File: src/hw/rtl/sqt_pkg.sv
// ----------------------------------------------------------------------------
// sqt_pkg: shared types and constants of the SQL query tokenizer
// Token kinds, error codes, scanner modes, beat payloads and keyword table.
// ----------------------------------------------------------------------------
package sqt_pkg;

  localparam int POSITION_BITS_DEF = 16;
  localparam int TEXT_W            = 16;
  localparam int NUM_W             = 31;
  localparam logic [NUM_W-1:0] NUM_MAX = {NUM_W{1'b1}};
  localparam int KW_COUNT          = 10;
  localparam int KW_BYTES          = 6;
  localparam int KW_W              = 8 * KW_BYTES;
  localparam int OUT_DEPTH         = 4;
  localparam int OUT_PTR_W         = $clog2(OUT_DEPTH);
  localparam int OUT_CNT_W         = $clog2(OUT_DEPTH + 1);

  typedef enum logic [4:0] {
    KIND_SELECT = 5'd0,
    KIND_INSERT = 5'd1,
    KIND_FROM   = 5'd2,
    KIND_WHERE  = 5'd3,
    KIND_VALUES = 5'd4,
    KIND_INTO   = 5'd5,
    KIND_CREATE = 5'd6,
    KIND_TABLE  = 5'd7,
    KIND_STRING = 5'd8,
    KIND_INT    = 5'd9,
    KIND_IDENT  = 5'd10,
    KIND_NUMBER = 5'd11,
    KIND_SEMI   = 5'd12,
    KIND_COMMA  = 5'd13,
    KIND_STAR   = 5'd14,
    KIND_LPAREN = 5'd15,
    KIND_RPAREN = 5'd16,
    KIND_NE     = 5'd17,
    KIND_GT     = 5'd18,
    KIND_GE     = 5'd19,
    KIND_LT     = 5'd20,
    KIND_LE     = 5'd21,
    KIND_EQ     = 5'd22,
    KIND_ERROR  = 5'd23,
    KIND_END    = 5'd24
  } kind_e;

  typedef enum logic [1:0] {
    ERR_NONE       = 2'd0,
    ERR_SYMBOL     = 2'd1,
    ERR_UNTERM_STR = 2'd2,
    ERR_UNEXPECTED = 2'd3
  } err_e;

  typedef enum logic [8:0] {
    MODE_IDLE   = 9'b000000001,
    MODE_IDENT  = 9'b000000010,
    MODE_NUMBER = 9'b000000100,
    MODE_DQ     = 9'b000001000,
    MODE_SQ     = 9'b000010000,
    MODE_BANG   = 9'b000100000,
    MODE_GT     = 9'b001000000,
    MODE_LT     = 9'b010000000,
    MODE_EQ     = 9'b100000000
  } mode_e;

  typedef struct packed {
    logic [7:0] source_byte;
    logic       end_of_source;
  } source_t;

  typedef struct packed {
    kind_e             token_kind;
    logic [TEXT_W-1:0] text_start;
    logic [TEXT_W-1:0] text_length;
    logic [NUM_W-1:0]  number_value;
    err_e              error_code;
    logic              last_of_run;
  } token_t;

  // Up to two tokens produced by one source beat.
  typedef struct packed {
    logic [1:0] count;
    token_t     first;
    token_t     second;
  } push_t;

  // Keyword text, first letter in the low byte, zero padded.
  function automatic logic [KW_W-1:0] kw_text(input int unsigned k);
    logic [KW_W-1:0] t;
    case (k)
      0:       t = 48'h74_63_65_6c_65_73; // select
      1:       t = 48'h74_72_65_73_6e_69; // insert
      2:       t = 48'h00_00_6d_6f_72_66; // from
      3:       t = 48'h00_65_72_65_68_77; // where
      4:       t = 48'h73_65_75_6c_61_76; // values
      5:       t = 48'h00_00_6f_74_6e_69; // into
      6:       t = 48'h65_74_61_65_72_63; // create
      7:       t = 48'h00_65_6c_62_61_74; // table
      8:       t = 48'h67_6e_69_72_74_73; // string
      9:       t = 48'h00_00_00_74_6e_69; // int
      default: t = '0;
    endcase
    return t;
  endfunction

  function automatic logic [2:0] kw_len(input int unsigned k);
    logic [2:0] n;
    case (k)
      0, 1, 4, 6, 8: n = 3'd6;
      3, 7:          n = 3'd5;
      2, 5:          n = 3'd4;
      9:             n = 3'd3;
      default:       n = 3'd0;
    endcase
    return n;
  endfunction

  function automatic kind_e word_kind(input logic [KW_W-1:0] letters,
                                      input logic [2:0]      count,
                                      input logic            overflow);
    kind_e k;
    k = KIND_IDENT;
    if (!overflow) begin
      for (int i = KW_COUNT - 1; i >= 0; i--) begin
        if (letters == kw_text(i) && count == kw_len(i)) begin
          k = kind_e'(5'(i));
        end
      end
    end
    return k;
  endfunction

endpackage

File: src/hw/rtl/sqt_scanner.sv
// ----------------------------------------------------------------------------
// sqt_scanner: token scanner
// Holds the pending token state and turns one source beat into up to two
// tokens in the same cycle as the beat.
// ----------------------------------------------------------------------------
module sqt_scanner #(
  parameter int POSITION_BITS = sqt_pkg::POSITION_BITS_DEF
) (
  input  logic             clk_i,
  input  logic             rst_ni,
  input  logic             fire_i,
  input  sqt_pkg::source_t item_i,
  output sqt_pkg::push_t   push_o
);

  localparam int PB = POSITION_BITS;
  localparam int TW = sqt_pkg::TEXT_W;
  localparam int NW = sqt_pkg::NUM_W;
  localparam int KW = sqt_pkg::KW_W;

  localparam logic [7:0] CH_NUL   = 8'h00;
  localparam logic [7:0] CH_TAB   = 8'h09;
  localparam logic [7:0] CH_LF    = 8'h0a;
  localparam logic [7:0] CH_CR    = 8'h0d;
  localparam logic [7:0] CH_SPACE = 8'h20;
  localparam logic [7:0] CH_BANG  = 8'h21;
  localparam logic [7:0] CH_DQ    = 8'h22;
  localparam logic [7:0] CH_SQ    = 8'h27;
  localparam logic [7:0] CH_LPAR  = 8'h28;
  localparam logic [7:0] CH_RPAR  = 8'h29;
  localparam logic [7:0] CH_STAR  = 8'h2a;
  localparam logic [7:0] CH_COMMA = 8'h2c;
  localparam logic [7:0] CH_SEMI  = 8'h3b;
  localparam logic [7:0] CH_LT    = 8'h3c;
  localparam logic [7:0] CH_EQ    = 8'h3d;
  localparam logic [7:0] CH_GT    = 8'h3e;

  sqt_pkg::mode_e  mode_q, mode_d;
  logic [PB-1:0]   pos_q, pos_d;
  logic [PB-1:0]   start_q, start_d;
  logic [NW-1:0]   acc_q, acc_d;
  logic [KW-1:0]   letters_q, letters_d;
  logic [2:0]      lcnt_q, lcnt_d;
  logic            ovf_q, ovf_d;

  logic [7:0]      b;
  logic [7:0]      b_lower;
  logic            is_digit, is_alpha;
  logic [PB-1:0]   span, str_start, str_len, one, two;
  logic [NW+3:0]   acc_wide;
  logic [NW-1:0]   acc_next;
  sqt_pkg::kind_e  wkind;
  sqt_pkg::token_t e0, e1;
  logic            e0_v, e1_v, consumed;

  function automatic sqt_pkg::token_t mk_tok(input sqt_pkg::kind_e k,
                                             input logic [PB-1:0]  st,
                                             input logic [PB-1:0]  len,
                                             input logic [NW-1:0]  num,
                                             input sqt_pkg::err_e  err);
    sqt_pkg::token_t t;
    t.token_kind   = k;
    t.text_start   = TW'(st);
    t.text_length  = TW'(len);
    t.number_value = num;
    t.error_code   = err;
    t.last_of_run  = 1'b0;
    return t;
  endfunction

  assign b         = item_i.source_byte;
  assign is_digit  = (b >= 8'h30) && (b <= 8'h39);
  assign is_alpha  = ((b >= 8'h61) && (b <= 8'h7a)) || ((b >= 8'h41) && (b <= 8'h5a));
  assign b_lower   = ((b >= 8'h41) && (b <= 8'h5a)) ? (b | 8'h20) : b;
  assign one       = PB'(1);
  assign two       = PB'(2);
  assign span      = pos_q - start_q;
  assign str_start = start_q + one;
  assign str_len   = span - one;
  assign wkind     = sqt_pkg::word_kind(letters_q, lcnt_q, ovf_q);
  assign acc_wide  = ({4'b0, acc_q} << 3) + ({4'b0, acc_q} << 1) + (NW+4)'(b[3:0]);
  assign acc_next  = (acc_wide > (NW+4)'(sqt_pkg::NUM_MAX)) ? sqt_pkg::NUM_MAX
                                                           : acc_wide[NW-1:0];

  always_comb begin
    mode_d    = mode_q;
    pos_d     = pos_q;
    start_d   = start_q;
    acc_d     = acc_q;
    letters_d = letters_q;
    lcnt_d    = lcnt_q;
    ovf_d     = ovf_q;
    e0        = '0;
    e1        = '0;
    e0_v      = 1'b0;
    e1_v      = 1'b0;
    consumed  = 1'b0;

    if (fire_i && item_i.end_of_source) begin
      // flush whatever is pending, then close the text
      e0_v = 1'b1;
      case (mode_q)
        sqt_pkg::MODE_IDENT:
          e0 = mk_tok(wkind, start_q, span, '0, sqt_pkg::ERR_NONE);
        sqt_pkg::MODE_NUMBER:
          e0 = mk_tok(sqt_pkg::KIND_NUMBER, start_q, span, acc_q, sqt_pkg::ERR_NONE);
        sqt_pkg::MODE_DQ, sqt_pkg::MODE_SQ:
          e0 = mk_tok(sqt_pkg::KIND_ERROR, start_q, span, '0, sqt_pkg::ERR_UNTERM_STR);
        sqt_pkg::MODE_BANG:
          e0 = mk_tok(sqt_pkg::KIND_ERROR, start_q, one, '0, sqt_pkg::ERR_SYMBOL);
        sqt_pkg::MODE_GT:
          e0 = mk_tok(sqt_pkg::KIND_GT, start_q, one, '0, sqt_pkg::ERR_NONE);
        sqt_pkg::MODE_LT:
          e0 = mk_tok(sqt_pkg::KIND_LT, start_q, one, '0, sqt_pkg::ERR_NONE);
        sqt_pkg::MODE_EQ:
          e0 = mk_tok(sqt_pkg::KIND_EQ, start_q, one, '0, sqt_pkg::ERR_NONE);
        default:
          e0_v = 1'b0;
      endcase
      e1_v      = 1'b1;
      e1        = mk_tok(sqt_pkg::KIND_END, pos_q, '0, '0, sqt_pkg::ERR_NONE);
      mode_d    = sqt_pkg::MODE_IDLE;
      pos_d     = '0;
      start_d   = '0;
      acc_d     = '0;
      letters_d = '0;
      lcnt_d    = '0;
      ovf_d     = 1'b0;
    end else if (fire_i) begin
      case (mode_q)
        sqt_pkg::MODE_IDENT: begin
          if (is_alpha || is_digit) begin
            consumed = 1'b1;
            if (lcnt_q < 3'd6) begin
              letters_d[{lcnt_q, 3'b000} +: 8] = b_lower;
              lcnt_d = lcnt_q + 3'd1;
            end else begin
              ovf_d = 1'b1;
            end
          end else begin
            e0_v   = 1'b1;
            e0     = mk_tok(wkind, start_q, span, '0, sqt_pkg::ERR_NONE);
            mode_d = sqt_pkg::MODE_IDLE;
          end
        end
        sqt_pkg::MODE_NUMBER: begin
          if (is_digit) begin
            consumed = 1'b1;
            acc_d    = acc_next;
          end else begin
            e0_v   = 1'b1;
            e0     = mk_tok(sqt_pkg::KIND_NUMBER, start_q, span, acc_q, sqt_pkg::ERR_NONE);
            mode_d = sqt_pkg::MODE_IDLE;
          end
        end
        sqt_pkg::MODE_DQ, sqt_pkg::MODE_SQ: begin
          consumed = 1'b1;
          if ((mode_q == sqt_pkg::MODE_DQ && b == CH_DQ) ||
              (mode_q == sqt_pkg::MODE_SQ && b == CH_SQ)) begin
            e0_v   = 1'b1;
            e0     = mk_tok(sqt_pkg::KIND_IDENT, str_start, str_len, '0, sqt_pkg::ERR_NONE);
            mode_d = sqt_pkg::MODE_IDLE;
          end
        end
        sqt_pkg::MODE_BANG: begin
          e0_v   = 1'b1;
          mode_d = sqt_pkg::MODE_IDLE;
          if (b == CH_EQ) begin
            consumed = 1'b1;
            e0 = mk_tok(sqt_pkg::KIND_NE, start_q, two, '0, sqt_pkg::ERR_NONE);
          end else begin
            e0 = mk_tok(sqt_pkg::KIND_ERROR, start_q, one, '0, sqt_pkg::ERR_SYMBOL);
          end
        end
        sqt_pkg::MODE_GT: begin
          e0_v   = 1'b1;
          mode_d = sqt_pkg::MODE_IDLE;
          if (b == CH_EQ) begin
            consumed = 1'b1;
            e0 = mk_tok(sqt_pkg::KIND_GE, start_q, two, '0, sqt_pkg::ERR_NONE);
          end else begin
            e0 = mk_tok(sqt_pkg::KIND_GT, start_q, one, '0, sqt_pkg::ERR_NONE);
          end
        end
        sqt_pkg::MODE_LT: begin
          e0_v   = 1'b1;
          mode_d = sqt_pkg::MODE_IDLE;
          if (b == CH_EQ) begin
            consumed = 1'b1;
            e0 = mk_tok(sqt_pkg::KIND_LE, start_q, two, '0, sqt_pkg::ERR_NONE);
          end else begin
            e0 = mk_tok(sqt_pkg::KIND_LT, start_q, one, '0, sqt_pkg::ERR_NONE);
          end
        end
        sqt_pkg::MODE_EQ: begin
          // a second '=' reports the first as an error and starts afresh
          e0_v   = 1'b1;
          mode_d = sqt_pkg::MODE_IDLE;
          if (b == CH_EQ) begin
            e0 = mk_tok(sqt_pkg::KIND_ERROR, start_q, one, '0, sqt_pkg::ERR_SYMBOL);
          end else begin
            e0 = mk_tok(sqt_pkg::KIND_EQ, start_q, one, '0, sqt_pkg::ERR_NONE);
          end
        end
        default: begin
          mode_d = sqt_pkg::MODE_IDLE;
        end
      endcase

      if (!consumed) begin
        mode_d = sqt_pkg::MODE_IDLE;
        case (b)
          CH_NUL, CH_SPACE, CH_TAB, CH_CR, CH_LF: ;
          CH_SEMI: begin
            e1_v = 1'b1;
            e1   = mk_tok(sqt_pkg::KIND_SEMI, pos_q, one, '0, sqt_pkg::ERR_NONE);
          end
          CH_COMMA: begin
            e1_v = 1'b1;
            e1   = mk_tok(sqt_pkg::KIND_COMMA, pos_q, one, '0, sqt_pkg::ERR_NONE);
          end
          CH_STAR: begin
            e1_v = 1'b1;
            e1   = mk_tok(sqt_pkg::KIND_STAR, pos_q, one, '0, sqt_pkg::ERR_NONE);
          end
          CH_LPAR: begin
            e1_v = 1'b1;
            e1   = mk_tok(sqt_pkg::KIND_LPAREN, pos_q, one, '0, sqt_pkg::ERR_NONE);
          end
          CH_RPAR: begin
            e1_v = 1'b1;
            e1   = mk_tok(sqt_pkg::KIND_RPAREN, pos_q, one, '0, sqt_pkg::ERR_NONE);
          end
          CH_BANG: begin
            mode_d  = sqt_pkg::MODE_BANG;
            start_d = pos_q;
          end
          CH_GT: begin
            mode_d  = sqt_pkg::MODE_GT;
            start_d = pos_q;
          end
          CH_LT: begin
            mode_d  = sqt_pkg::MODE_LT;
            start_d = pos_q;
          end
          CH_EQ: begin
            mode_d  = sqt_pkg::MODE_EQ;
            start_d = pos_q;
          end
          CH_DQ: begin
            mode_d  = sqt_pkg::MODE_DQ;
            start_d = pos_q;
          end
          CH_SQ: begin
            mode_d  = sqt_pkg::MODE_SQ;
            start_d = pos_q;
          end
          default: begin
            if (is_digit) begin
              mode_d  = sqt_pkg::MODE_NUMBER;
              start_d = pos_q;
              acc_d   = NW'(b[3:0]);
            end else if (is_alpha) begin
              mode_d    = sqt_pkg::MODE_IDENT;
              start_d   = pos_q;
              letters_d = KW'(b_lower);
              lcnt_d    = 3'd1;
              ovf_d     = 1'b0;
            end else begin
              e1_v = 1'b1;
              e1   = mk_tok(sqt_pkg::KIND_ERROR, pos_q, one, '0, sqt_pkg::ERR_UNEXPECTED);
            end
          end
        endcase
      end
      pos_d = pos_q + one;
    end
  end

  // pack the tokens in order and flag the last one of the beat
  always_comb begin
    push_o        = '0;
    push_o.count  = {1'b0, e0_v} + {1'b0, e1_v};
    if (e0_v) begin
      push_o.first  = e0;
      push_o.second = e1;
      if (e1_v) begin
        push_o.second.last_of_run = 1'b1;
      end else begin
        push_o.first.last_of_run = 1'b1;
      end
    end else begin
      push_o.first             = e1;
      push_o.first.last_of_run = e1_v;
    end
  end

  always_ff @(posedge clk_i or negedge rst_ni) begin
    if (!rst_ni) begin
      mode_q    <= sqt_pkg::MODE_IDLE;
      pos_q     <= '0;
      start_q   <= '0;
      acc_q     <= '0;
      letters_q <= '0;
      lcnt_q    <= '0;
      ovf_q     <= 1'b0;
    end else begin
      mode_q    <= mode_d;
      pos_q     <= pos_d;
      start_q   <= start_d;
      acc_q     <= acc_d;
      letters_q <= letters_d;
      lcnt_q    <= lcnt_d;
      ovf_q     <= ovf_d;
    end
  end

  a_end_clears: assert property (@(posedge clk_i) disable iff (!rst_ni)
    fire_i && item_i.end_of_source |=> pos_q == '0 && mode_q == sqt_pkg::MODE_IDLE)
    else $error("scan state not cleared after end of source");

  a_end_last: assert property (@(posedge clk_i) disable iff (!rst_ni)
    fire_i && item_i.end_of_source |-> push_o.count != 2'd0)
    else $error("end of source produced no token");

  a_lcnt_range: assert property (@(posedge clk_i) disable iff (!rst_ni)
    lcnt_q <= 3'd6)
    else $error("keyword letter count out of range");

  a_idle_quiet: assert property (@(posedge clk_i) disable iff (!rst_ni)
    !fire_i |-> push_o.count == 2'd0 ##1 $stable(pos_q))
    else $error("tokens produced without a source beat");

endmodule

File: src/hw/rtl/sqt_out_fifo.sv
// ----------------------------------------------------------------------------
// sqt_out_fifo: token output queue
// Four-entry queue taking up to two tokens per cycle; one out if not stalled.
// ----------------------------------------------------------------------------
module sqt_out_fifo (
  input  logic            clk_i,
  input  logic            rst_ni,
  input  sqt_pkg::push_t  push_i,
  output logic            room_o,
  output logic            out_valid_o,
  input  logic            out_stall_i,
  output sqt_pkg::token_t out_token_o
);

  localparam int DEPTH = sqt_pkg::OUT_DEPTH;
  localparam int PW    = sqt_pkg::OUT_PTR_W;
  localparam int CW    = sqt_pkg::OUT_CNT_W;

  sqt_pkg::token_t mem_q [DEPTH];
  logic [PW-1:0]   wr_q, wr_d, rd_q, rd_d, wr_nxt;
  logic [CW-1:0]   cnt_q, cnt_d;
  logic            pop;

  assign out_valid_o = (cnt_q != '0);
  assign out_token_o = mem_q[rd_q];
  assign pop         = out_valid_o && !out_stall_i;
  assign wr_nxt      = wr_q + PW'(1);

  // room for two tokens once this cycle's pop is taken into account
  assign room_o = (cnt_q <= CW'(DEPTH - 2)) || ((cnt_q == CW'(DEPTH - 1)) && pop);

  always_comb begin
    wr_d  = wr_q + PW'(push_i.count);
    rd_d  = pop ? (rd_q + PW'(1)) : rd_q;
    cnt_d = cnt_q + CW'(push_i.count) - CW'(pop);
  end

  always_ff @(posedge clk_i) begin
    if (push_i.count != 2'd0) begin
      mem_q[wr_q] <= push_i.first;
    end
    if (push_i.count == 2'd2) begin
      mem_q[wr_nxt] <= push_i.second;
    end
  end

  always_ff @(posedge clk_i or negedge rst_ni) begin
    if (!rst_ni) begin
      wr_q  <= '0;
      rd_q  <= '0;
      cnt_q <= '0;
    end else begin
      wr_q  <= wr_d;
      rd_q  <= rd_d;
      cnt_q <= cnt_d;
    end
  end

  a_cnt_range: assert property (@(posedge clk_i) disable iff (!rst_ni)
    cnt_q <= CW'(DEPTH))
    else $error("output queue overfilled");

  a_push_room: assert property (@(posedge clk_i) disable iff (!rst_ni)
    push_i.count != 2'd0 |-> room_o)
    else $error("tokens pushed without room");

  a_push_count: assert property (@(posedge clk_i) disable iff (!rst_ni)
    push_i.count != 2'd3)
    else $error("more than two tokens in one push");

endmodule

File: src/hw/rtl/sql_query_tokenizer.sv
// ----------------------------------------------------------------------------
// sql_query_tokenizer: SQL query tokenizer, top level
// Scans query text one byte per beat and produces token beats.
// ----------------------------------------------------------------------------
// Input channel (in_valid_i / in_stall_o / in_item_i): one text byte per beat,
// or a beat with end_of_source set that flushes the pending token and adds an
// end token; the position then restarts at zero for the next text.
// Output channel (out_valid_o / out_stall_i / out_token_o): tokens in order;
// last_of_run marks the final token caused by one input beat.
// Throughput: one input beat per cycle. A beat yields two tokens only when it
// closes a pending token and leaves nothing pending, so a run of beats never
// carries more than one token beyond its beat count; the output port, at one
// token per cycle, keeps up and the input is not stalled unless the output is.
// A token passes the input register, then the four-entry output queue that
// the scanner writes, before it is offered.
// A stalled output holds its token; the queue keeps taking beats while two
// slots are free, or one with a token leaving in that cycle, then in_stall_o
// rises.
// Reset clears the scan state, the position and the queue.
// ----------------------------------------------------------------------------
module sql_query_tokenizer #(
  parameter int POSITION_BITS = sqt_pkg::POSITION_BITS_DEF
) (
  input  logic            clk_i,
  input  logic            rst_ni,
  input  logic            in_valid_i,
  output logic            in_stall_o,
  input  sqt_pkg::source_t in_item_i,
  output logic            out_valid_o,
  input  logic            out_stall_i,
  output sqt_pkg::token_t out_token_o
);

  logic             in_valid_q;
  sqt_pkg::source_t in_q;
  logic             room;
  logic             fire;
  sqt_pkg::push_t   push;

  assign fire       = in_valid_q && room;
  assign in_stall_o = in_valid_q && !fire;

  always_ff @(posedge clk_i or negedge rst_ni) begin
    if (!rst_ni) begin
      in_valid_q <= 1'b0;
    end else if (!in_stall_o) begin
      in_valid_q <= in_valid_i;
    end
  end

  always_ff @(posedge clk_i) begin
    if (!in_stall_o && in_valid_i) begin
      in_q <= in_item_i;
    end
  end

  sqt_scanner #(
    .POSITION_BITS(POSITION_BITS)
  ) u_scanner (
    .clk_i  (clk_i),
    .rst_ni (rst_ni),
    .fire_i (fire),
    .item_i (in_q),
    .push_o (push)
  );

  sqt_out_fifo u_out_fifo (
    .clk_i       (clk_i),
    .rst_ni      (rst_ni),
    .push_i      (push),
    .room_o      (room),
    .out_valid_o (out_valid_o),
    .out_stall_i (out_stall_i),
    .out_token_o (out_token_o)
  );

endmodule
File: config.mk
export PLATFORM = sky130hd
export DESIGN_NAME = sql_query_tokenizer
export DESIGN_NICKNAME = d
export VERILOG_FILES = /design/src/hw/rtl/sqt_pkg.sv /design/src/hw/rtl/sqt_scanner.sv /design/src/hw/rtl/sqt_out_fifo.sv /design/src/hw/rtl/sql_query_tokenizer.sv
export SDC_FILE = /design/constraint.sdc
export NUM_CORES = 1
export LEC_CHECK = 0
export ABC_AREA = 1
export BUFFER_PORTS_ARGS = -buffer_cell sky130_fd_sc_hd__buf_2
export CORE_MARGIN = 2
export CORE_UTILIZATION = 30
export DETAILED_ROUTE_END_ITERATION = 10
export GPL_ROUTABILITY_DRIVEN = 0
export SYNTH_ARGS = -nofsm -noshare
export SYNTH_HDL_FRONTEND = slang
export SYNTH_SLANG_ARGS = --single-unit
File: constraint.sdc
create_clock -name clk_i -period 4.6 [get_ports clk_i]
set_input_delay 0.92 -clock clk_i [delete_from_list [all_inputs] [get_ports clk_i]]
set_output_delay 0.92 -clock clk_i [all_outputs]
set_load 0.02 [all_outputs]
Word level (Yosys, flattened, before mapping). Memories as Yosys holds them, arrays and structs flattened. Cells that the tools add are included.

Bits in registers: 141. RAM bits: 284. Input port bits: 13. Output and inout bits: 73. Word-level logic and storage cells: 251. Memories kept: 1.

Memories: u_out_fifo.mem_q (words 4, bits a word 71, read ports 1, clocked after memory_dff 0, write ports 2, line sqt_out_fifo.sv:19) `sqt_pkg::token_t mem_q [DEPTH];`.

Add/subtract/negate cells: 14. Order comparisons: 9. Equality and inequality tests: 44. Shifts and indexed selects: 2. Muxes and demuxes: 124. Reductions and logical operators: 44.

Operators with widths (count): $pmux W71 S7 (2); $mux W48 (19); $mux W71 (10); $eq A48 B48 Y1 (10); $pmux W71 S6 (1); $mux W31 (8); $mux W67 (3); $mux W70 (2); $mux W16 (7); $eq A8 B6 Y1 const B (12); $mux W69 (1); $mux W9 (7); $pmux W9 S7 (1); $bwmux W48 (1); $shift A8 B8 Y48 const A (1); $shiftx A8 B8 Y48 (1); $mux W3 (13); $mux W4 (9); $add A34 B32 Y35 (1); $add A35 B4 Y35 (1); $gt A35 B31 Y1 const B (1); $add A16 B1 Y16 const B (2); $pmux W16 S2 (1); $mux W1 (31); other kinds (53) (92).

Logic depth before layout (Yosys ltp). Gate-level depths: netlist of run 1.

Depth in word-level cells: 20. Mapped depth: 24. Depth with buffers taken out: 22.

Hierarchy. Synthesis of run 1 repeated with hierarchy kept, for this count alone.

Cells, all modules: 4408. Area, all modules: 30733.2 sq um.

Modules (own cells, without submodules): sqt_out_fifo (times used 1, cells each 1901, area each 15463.6 sq um, seq. area each 8703.3 sq um); sqt_scanner (times used 1, cells each 2489, area each 14934.3 sq um, seq. area each 3104.2 sq um); sql_query_tokenizer (times used 1, cells each 18, area each 335.3 sq um, seq. area each 295.3 sq um).

Worst setup path after synthesis of run 1. No wires, ideal clock.

Kind: input to register. Start point: in out_stall_i. End point: mem u_out_fifo.mem_q[2][18] in the netlist's numbering. Setup time: 0.125 ns. Data arrival time: 3.787 ns. Required time: 4.475 ns. Setup slack: 0.687 ns. Cell stages on the path: 17. Path buffers: 2. Cell sequence: nand3_1 > nand2_1 > inv_1 > nand2_1 > buf_2 > nor2_1 > inv_2 > nand2_4 > inv_2 > ha_1 > nor3_2 > inv_1 > nand2_1 > inv_2 > clkbuf_1 > nand2_1 > o21ai_2.

RTL lines: start: declaration (line sql_query_tokenizer.sv:30) `input logic out_stall_i,`; end: declaration (line sqt_out_fifo.sv:19).

Final worst setup path of run 1.
Start point: reg in_q[4] in the netlist's numbering. End point: reg u_out_fifo.cnt_q[2].

Word-level cells in the longest chain between the ends: 14. Elaborated cells on any way between the ends: 53. Those cells by class: 3 x add/sub; 6 x order compare; 15 x eq/ne; 18 x mux; 11 x reduce/logical.

Ends and longest elaborated chain: start: declaration (line sql_query_tokenizer.sv:35) `sqt_pkg::source_t in_q;`; start signal: assignment (line sql_query_tokenizer.sv:53) `in_q <= in_item_i;`; $ge A8 B7 Y1 / $le A8 B7 Y1 (equally long branches) (line sqt_scanner.sv:73) `assign is_alpha = ((b >= 8'h61) && (b <= 8'h7a)) || ((b >= 8'h41) && (b <= 8'h5a));`; $logic_and A1 B1 Y1 (line sqt_scanner.sv:73); $logic_or A1 B1 Y1 (line sqt_scanner.sv:73); $logic_or A1 B1 Y1 (line sqt_scanner.sv:132) `if (is_alpha || is_digit) begin`; $mux W1 (line sqt_scanner.sv:132); $pmux W1 S4 (line sqt_scanner.sv:130) `case (mode_q)`; $mux W1 (line sqt_scanner.sv:129) `end else if (fire_i) begin`; $mux W1 (line sqt_scanner.sv:99) `if (fire_i && item_i.end_of_source) begin`; $mux W1 (line sqt_scanner.sv:210) `if (!consumed) begin`; $mux W1 (line sqt_scanner.sv:129); $mux W1 (line sqt_scanner.sv:99); $add A1 B1 Y2 * (line sqt_scanner.sv:283) `push_o.count = {1'b0, e0_v} + {1'b0, e1_v};`; $add A3 B2 Y3 * (line sqt_out_fifo.sv:35) `cnt_d = cnt_q + CW'(push_i.count) - CW'(pop);`; $sub A3 B1 Y3 * (line sqt_out_fifo.sv:35); via u_out_fifo.cnt_d[2] (line sqt_out_fifo.sv:21) `logic [CW-1:0] cnt_q, cnt_d;`; end signal: assignment (line sqt_out_fifo.sv:55) `cnt_q <= cnt_d;`; end: declaration (line sqt_out_fifo.sv:21).

The timed path passes the listed nets; every way through them passes the cells marked *. The select of a mux whose other input is x is not followed. A chain may end at the register's enable or synchronous reset.

==> flow_metrics.env, run 1 <==
export IMPL_vias=26000
export IMPL_ant_nets=0
export IMPL_slew_headroom=0.253
export IMPL_drive_above_1_share=0.101
export IMPL_dpl_hpwl_mm=61.3
export IMPL_synth_distinct_cells=64
export IMPL_tightest_slew_ps=1120
export IMPL_grt_overflow=0
export IMPL_fin_crit_sh=0.907
export IMPL_worstPathArrival_ps=4690
export IMPL_setup_viol=0
export IMPL_cts_resized=0
export IMPL_viasPerCell=5.10
export IMPL_drv_slew=0
export IMPL_dr_first_iter_drc_count=2431
export IMPL_cp_required_ps=5120
export IMPL_grt_pass1_wl_mm=141
export IMPL_drt_wl_total_mm=88.7
export IMPL_r2r_slack_ps=430
export IMPL_hold_violations=0
export IMPL_ys_seq_elements=425
export IMPL_cts_sinks=425
export IMPL_cts_max_level=2
export IMPL_synth_commonest_cells="1,177 x nand2_1, 384 x nor2_1, 321 x o21ai_0"
export IMPL_boundaryPins=86
export IMPL_cts_buffers=49
export IMPL_wl_per_cell_um=17.4
export IMPL_ff2ff_path_depth=20
export IMPL_hold_buffers=0
export IMPL_hold_path_class="in -> async"
export IMPL_dp_slack_ps=492
export IMPL_syn_nets=3972
export IMPL_r2r_end="u_out_fifo.cnt_q[2]"
export IMPL_antenna_found_initial=4
export IMPL_layout_area_seq_mm2=0.0103
export IMPL_crit_fanout=18
export IMPL_n_antenna_cell=0
export IMPL_syn_area_per_cell_um2=7.02
export IMPL_setup_ws_ps=428
export IMPL_drc=0
export IMPL_clk_pin_slew_ps=60
export IMPL_holdWs_ps=370
export IMPL_fp_row_count=110
export IMPL_period_needed_ps=4170
export IMPL_synth_top_area_cell="nand2_1"
export IMPL_netlist_top_cells_area="nand2_1 16%, dfxtp_1 14%, dfrtp_1 12%"
export IMPL_async_reset_ff_frac=0.311
export IMPL_rsz0062_at_grt="false"
export IMPL_fin_tns_setup_ps=0
export IMPL_cts_root_buffer="clkbuf_16"
export IMPL_placed_area_mm2=0.0287
export IMPL_max_vdd_ir_drop_mv=0.309
export IMPL_clkLatencyLatePin_ps=620
export IMPL_track_usage=0.188
export IMPL_criticalPathCategory="reg -> reg"
export IMPL_status="complete, no violations"
export IMPL_final_nets=3988
export IMPL_synth_top_area_frac=0.163
export IMPL_die_h_um=305
export IMPL_grt_pass1_vias=24800
export IMPL_r2r_start="in_q[4]"
export IMPL_fmax_mhz=240
export IMPL_synth_edff_count=109
export IMPL_nFillCells=9483
export IMPL_drv_cap=0
export IMPL_cts_setup_buffers=0
export IMPL_initial_core_util=0.302
export IMPL_yosys_most_used_dff="dfxtp_1"
export IMPL_cts_tree="yes"
export IMPL_cp_start_kind="register"
export IMPL_synth_cells=3863
export IMPL_crit_path_end_kind="register"
export IMPL_powerDensity_mw_per_mm2=567
export IMPL_synth_seq_area_share=0.378
export IMPL_fin_skew_ps=38.4
export IMPL_synth_warnings=0
export IMPL_dieWidth_um=305
export IMPL_synthMostInstantiatedCell="nand2_1"
export IMPL_synthesis_area_mm2=0.0271
export IMPL_dieArea_mm2=0.0929
export IMPL_multiInputGateArea_mm2=0.0148
export IMPL_syn_to_final_growth_pct=11.8
export IMPL_cellLeakagePower_uw=0.0133
export IMPL_drt_pre_antenna_iters=6
export IMPL_fin_area_mm2=0.0303
export IMPL_grt_max_degree=81
export IMPL_portBuffers=85
export IMPL_cts_path_max_buffers=3
export IMPL_core_mm2=0.0899
## how the worst max path moves through the flow
stage	cells after the start	slack, ps	start	to
CTS	20	470	in_q[4]	u_out_fifo.cnt_q[2]
global route	20	40	in_q[2]	u_out_fifo.mem_q[3][36]
detailed placement	20	490	in_q[4]	u_out_fifo.cnt_q[2]
floorplan	17	690	out_stall_i	u_out_fifo.mem_q[2][18]
finish	20	430	in_q[4]	u_out_fifo.cnt_q[2]
global placement	20	590	in_q[4]	u_out_fifo.cnt_q[2]
## layout by cell type, fill, tap and decap left out, types with 7 or more instances in the layout
master,n
nand2_1,1176
nor2_1,378
o21ai_0,321
inv_1,312
nand3_1,254
dfxtp_1,184
dfrtp_1,129
a21oi_1,126
o21ai_1,118
o22ai_1,112
edfxtp_1,109
ha_1,92
buf_2,84
nand4_1,51
clkbuf_16,50
buf_4,48
nor3_1,45
nand3_4,32
inv_2,31
nand2_2,22
xor2_1,20
o21ai_2,18
xnor2_1,18
nor2_2,16
nand3b_1,16
nor3_2,15
nand3_2,13
nor2_4,10
clkinv_1,10
clkbuf_8,10
clkbuf_1,7
## per-stage QoR
step                instances  total power (uW)   util
global route             5094             18400  0.338
CTS                      5094             17300  0.338
global placement         5004             13200  0.319
detailed placement       5004             13200  0.319
finish                   5094             17200  0.338
floorplan                3863             10500      -
## flip-flops by register name, summed over array words and instances, names as in the netlist
| name | flops |
|---|---|
| u_scanner.acc_q | 31 |
| u_scanner.start_q | 16 |
| u_out_fifo.cnt_q | 3 |
| u_scanner.lcnt_q | 3 |
| u_scanner.ovf_q | 1 |
| u_out_fifo.rd_q | 2 |
| u_scanner.mode_q | 9 |
| u_out_fifo.wr_q | 2 |
| in_valid_q | 1 |
| u_out_fifo.mem_q | 284 |
| u_scanner.letters_q | 48 |
| u_scanner.pos_q | 16 |
| in_q | 9 |
## metal layers
metal  global-route usage  share of wire
met2                0.308           0.45
met4               0.0541          0.025
met5                    0        0.00036
met1                0.258           0.46
met3               0.0239          0.062
## power by group
| part | total, uW | switching [uW] | internal, uW |
|---|---|---|---|
| clock network | 4010 | 1680 | 2330 |
| logic | 8270 | 5950 | 2310 |
| registers | 4930 | 592 | 4340 |
| total | 17200 | 8230 | 8980 |
## layout make-up
type / count / area share
clock buffers: 67 / 0.0467
clock inverters: 23 / 0.00759
inverters: 350 / 0.0436
multi-input cells: 2917 / 0.487
flip-flops and latches: 425 / 0.338
well taps: 1176 / 0.0485
repair buffers: 136 / 0.0281
## kinds of logic (layout without fill, tap and decap cells)
| kind of cell | count (synthesis) | after routing | synth area share |
|---|---|---|---|
| compound gates | 732 | 732 | 0.147 |
| fa+ha+maj | 96 | 96 | 0.0454 |
| simple gates | 2051 | 2051 | 0.338 |
| flops | 425 | 425 | 0.378 |
| buf+inv | 521 | 576 | 0.0793 |
| xor+xnor | 38 | 38 | 0.0123 |
## critical path: stages, from the launching register on
cell	delay [ps]
edfxtp_1	570
inv_2	180
o211ai_2	230
nand2_1	90
nand2_2	260
nand2_4	140
nand2_1	90
nand2_1	80
nor2_4	180
nand3_2	130
nand2_4	240
inv_2	200
ha_1	340
inv_1	140
ha_1	250
inv_1	60
ha_1	130
inv_1	50
fa_1	380
xnor2_1	180
xor2_1	160
(Power assumes the default switching activity.)
==> run 2, diff against run 1 <==
==> constraint.sdc (replaced) <==
create_clock -name clk_i -period 5.3 [get_ports clk_i]
set_input_delay 1.06 -clock clk_i [delete_from_list [all_inputs] [get_ports clk_i]]
set_output_delay 1.06 -clock clk_i [all_outputs]
set_load 0.02 [all_outputs]
==> run 2 against run 1 <==
Net effect:
- first-iteration DRC count shrank 3.2%
- routed wire length shrank 0.71%
- non-clock buffer count shrank 5
- sequential cell count is the same
- cell area is essentially flat
- combinational power shrank 14%
- critical path depth shrank 1
- hold slack gained 78 ps
- utilization is essentially flat
- fmax shrank 11%
- sequential share of layout area is essentially flat
- critical path type unchanged
==> flow_metrics.env, run 2 (synthesis results as in run 1) <==
export IMPL_ant_nets=0
export IMPL_final_cell_count_no_fill=5090
export IMPL_mostFrequentLayoutCells="1,176 x nand2_1, 378 x nor2_1, 321 x o21ai_0"
export IMPL_worstPathArrival_ps=5200
export IMPL_cp_cell_sequence="inv_2, o211ai_2, nand2_1, nand2_2, nand2_4, nand2_1, nand2_1, nor2_4, nand3_2, nand2_4, inv_2, ha_1, nor2_4, inv_1, nand2_1, inv_2, buf_4, nand2_1, o21ai_2"
export IMPL_cellLeakagePower_uw=0.0133
export IMPL_fin_tns_setup_ps=0
export IMPL_worst_path_largest_cell_delay_ps=860
export IMPL_critPathSlowestCell="nor2_4"
export IMPL_hold_violations=0
export IMPL_slew_headroom=0.249
export IMPL_largest_reg_flops=284
export IMPL_multiInputGateArea_mm2=0.0148
export IMPL_cts_tree="yes"
export IMPL_wl_met1_mm=40.6
export IMPL_layout_area_seq_mm2=0.0103
export IMPL_core_mm2=0.0899
export IMPL_status="complete, no violations"
export IMPL_clk_pin_slew_ps=60
export IMPL_power_frac_clock=0.239
export IMPL_drv_slew=0
export IMPL_fin_crit_sh=0.889
export IMPL_power_switching_uw=7150
export IMPL_cts_max_level=2
export IMPL_p_int_uw=7870
export IMPL_cpMostUsedCell="nand2_1"
export IMPL_vias=26200
export IMPL_cts_root_buffer="clkbuf_16"
export IMPL_powerDensity_mw_per_mm2=495
export IMPL_p_comb_frac=0.474
export IMPL_cts_buffers=48
export IMPL_fin_skew_ps=40.4
export IMPL_drv_cap=0
export IMPL_crit_fanout=38
export IMPL_drt_pre_antenna_iters=8
export IMPL_nFillCells=9555
export IMPL_viasPerCell=5.14
export IMPL_grt_pass1_vias=24600
export IMPL_cp_required_ps=5790
export IMPL_dieWidth_um=305
export IMPL_crit_path_end_kind="register"
export IMPL_grt_overflow=0
export IMPL_hold_buffers=0
export IMPL_setup_viol=0
export IMPL_criticalPathCategory="reg -> reg"
export IMPL_dr_wl_met3_mm=5.48
export IMPL_rsz0062_at_grt="false"
export IMPL_largest_register="u_out_fifo.mem_q"
export IMPL_cts_sinks=425
export IMPL_track_usage=0.185
export IMPL_p_seq_frac=0.287
export IMPL_top_regs="u_out_fifo.mem_q: 284 flops, u_scanner.letters_q: 48 flops, u_scanner.acc_q: 31 flops"
export IMPL_final_nets=3982
export IMPL_grt_pass1_wl_mm=139
export IMPL_period_needed_ps=4710
export IMPL_hold_path_class="reg -> reg"
export IMPL_grt_max_degree=85
export IMPL_dpl_hpwl_mm=61.8
export IMPL_dieArea_mm2=0.0929
export IMPL_boundaryPins=86
export IMPL_drc=0
export IMPL_clkLatencyLatePin_ps=620
export IMPL_netSwitchingFraction=0.476
export IMPL_cp_start_kind="register"
export IMPL_portBuffers=85
export IMPL_cts_resized=0
export IMPL_syn_to_final_growth_pct=11.8
export IMPL_dp_cells=4999
export IMPL_fp_row_count=110
export IMPL_drive_above_1_share=0.101
export IMPL_max_vdd_ir_drop_mv=0.314
export IMPL_die_h_um=305
export IMPL_cts_setup_buffers=0
export IMPL_final_common_cell="nand2_1"
export IMPL_antenna_found_initial=3
export IMPL_cts_path_max_buffers=3
export IMPL_tightest_slew_ps=1120
export IMPL_dr_wl_met2_mm=39.7
export IMPL_wl_per_cell_um=17.3
export IMPL_fmax_mhz=212
export IMPL_routed_top_layer="met5"
export IMPL_dr_first_iter_drc_count=2353
export IMPL_drt_wl_total_mm=88.0
export IMPL_initial_core_util=0.302
==> run 2: changes by cell type in the layout (fill, tap and decap cells not counted), moves of 2 or more <==
cell      delta
buf_12       -2
clkinv_1     -6
buf_4        -3
clkbuf_8     +6
==> run 2: final cells by class <==
cell class                 instances  share of cell area
clock inverter                    18             0.00784
tap                             1176              0.0485
multi-input combinational       2917               0.487
timing repair buffer             131              0.0260
antenna                            1           0.0000825
inverter                         350              0.0436
clock buffer                      72              0.0485
sequential                       425               0.338
==> run 2: metal layers <==
layer / vias up / GRT usage
li1: 12800 / -
met1: 12400 / 0.258
met2: 877 / 0.300
met3: 138 / 0.0230
met4: 2 / 0.0539
met5: - / 0
==> run 2: stage by stage <==
stage | hold WS (ps) | cell area, um2 | power, uW | util | worst slack [ps]
global route | 466 | 30300 | 16000 | 0.338 | 261
floorplan | 421 | 27100 | 9110 | - | 1250
CTS | 449 | 30300 | 15100 | 0.338 | 618
global placement | 433 | 28600 | 11400 | 0.319 | 753
finish | 448 | 30300 | 15000 | 0.338 | 587
detailed placement | 434 | 28600 | 11500 | 0.319 | 679
==> run 2: worst paths after layout <==
| kind | start | endpoint | slack, ps | depth (start not counted) |
|---|---|---|---|---|
| hold reg to reg | u_out_fifo.mem_q[1][48] | u_out_fifo.mem_q[1][48] | 450 | 2 |
| hold / removal | u_out_fifo.mem_q[1][48] | u_out_fifo.mem_q[1][48] | 450 | 2 |
| min in group asynchronous | rst_ni | u_scanner.pos_q[8] | 500 | 1 |
| setup reg to reg | in_q[4] | u_out_fifo.mem_q[0][13] | 590 | 19 |
| setup / recovery | in_q[4] | u_out_fifo.mem_q[0][13] | 590 | 19 |
| max in group asynchronous | rst_ni | u_out_fifo.rd_q[0] | 3820 | 2 |
==> run 2: power groups by stage <==
stage	Sequential (uW)	Combinational, uW	Clock [uW]
2_1_floorplan	4100	5010	0
3_3_place_gp	4360	7050	0
3_5_place_dp	4360	7090	0
4_1_cts	4290	7110	3650
5_1_grt	4350	7880	3770
6_report	4300	7130	3590
==> run 2: worst max-delay path: cells and delay by family (launching register included) <==
kind	cells	cell delay (ps)
AOI/OAI and AO/OA	2	290
DFF	1	580
buffers and inverters	5	940
and+or+nand+nor	11	2350
adders and majority gates	1	380
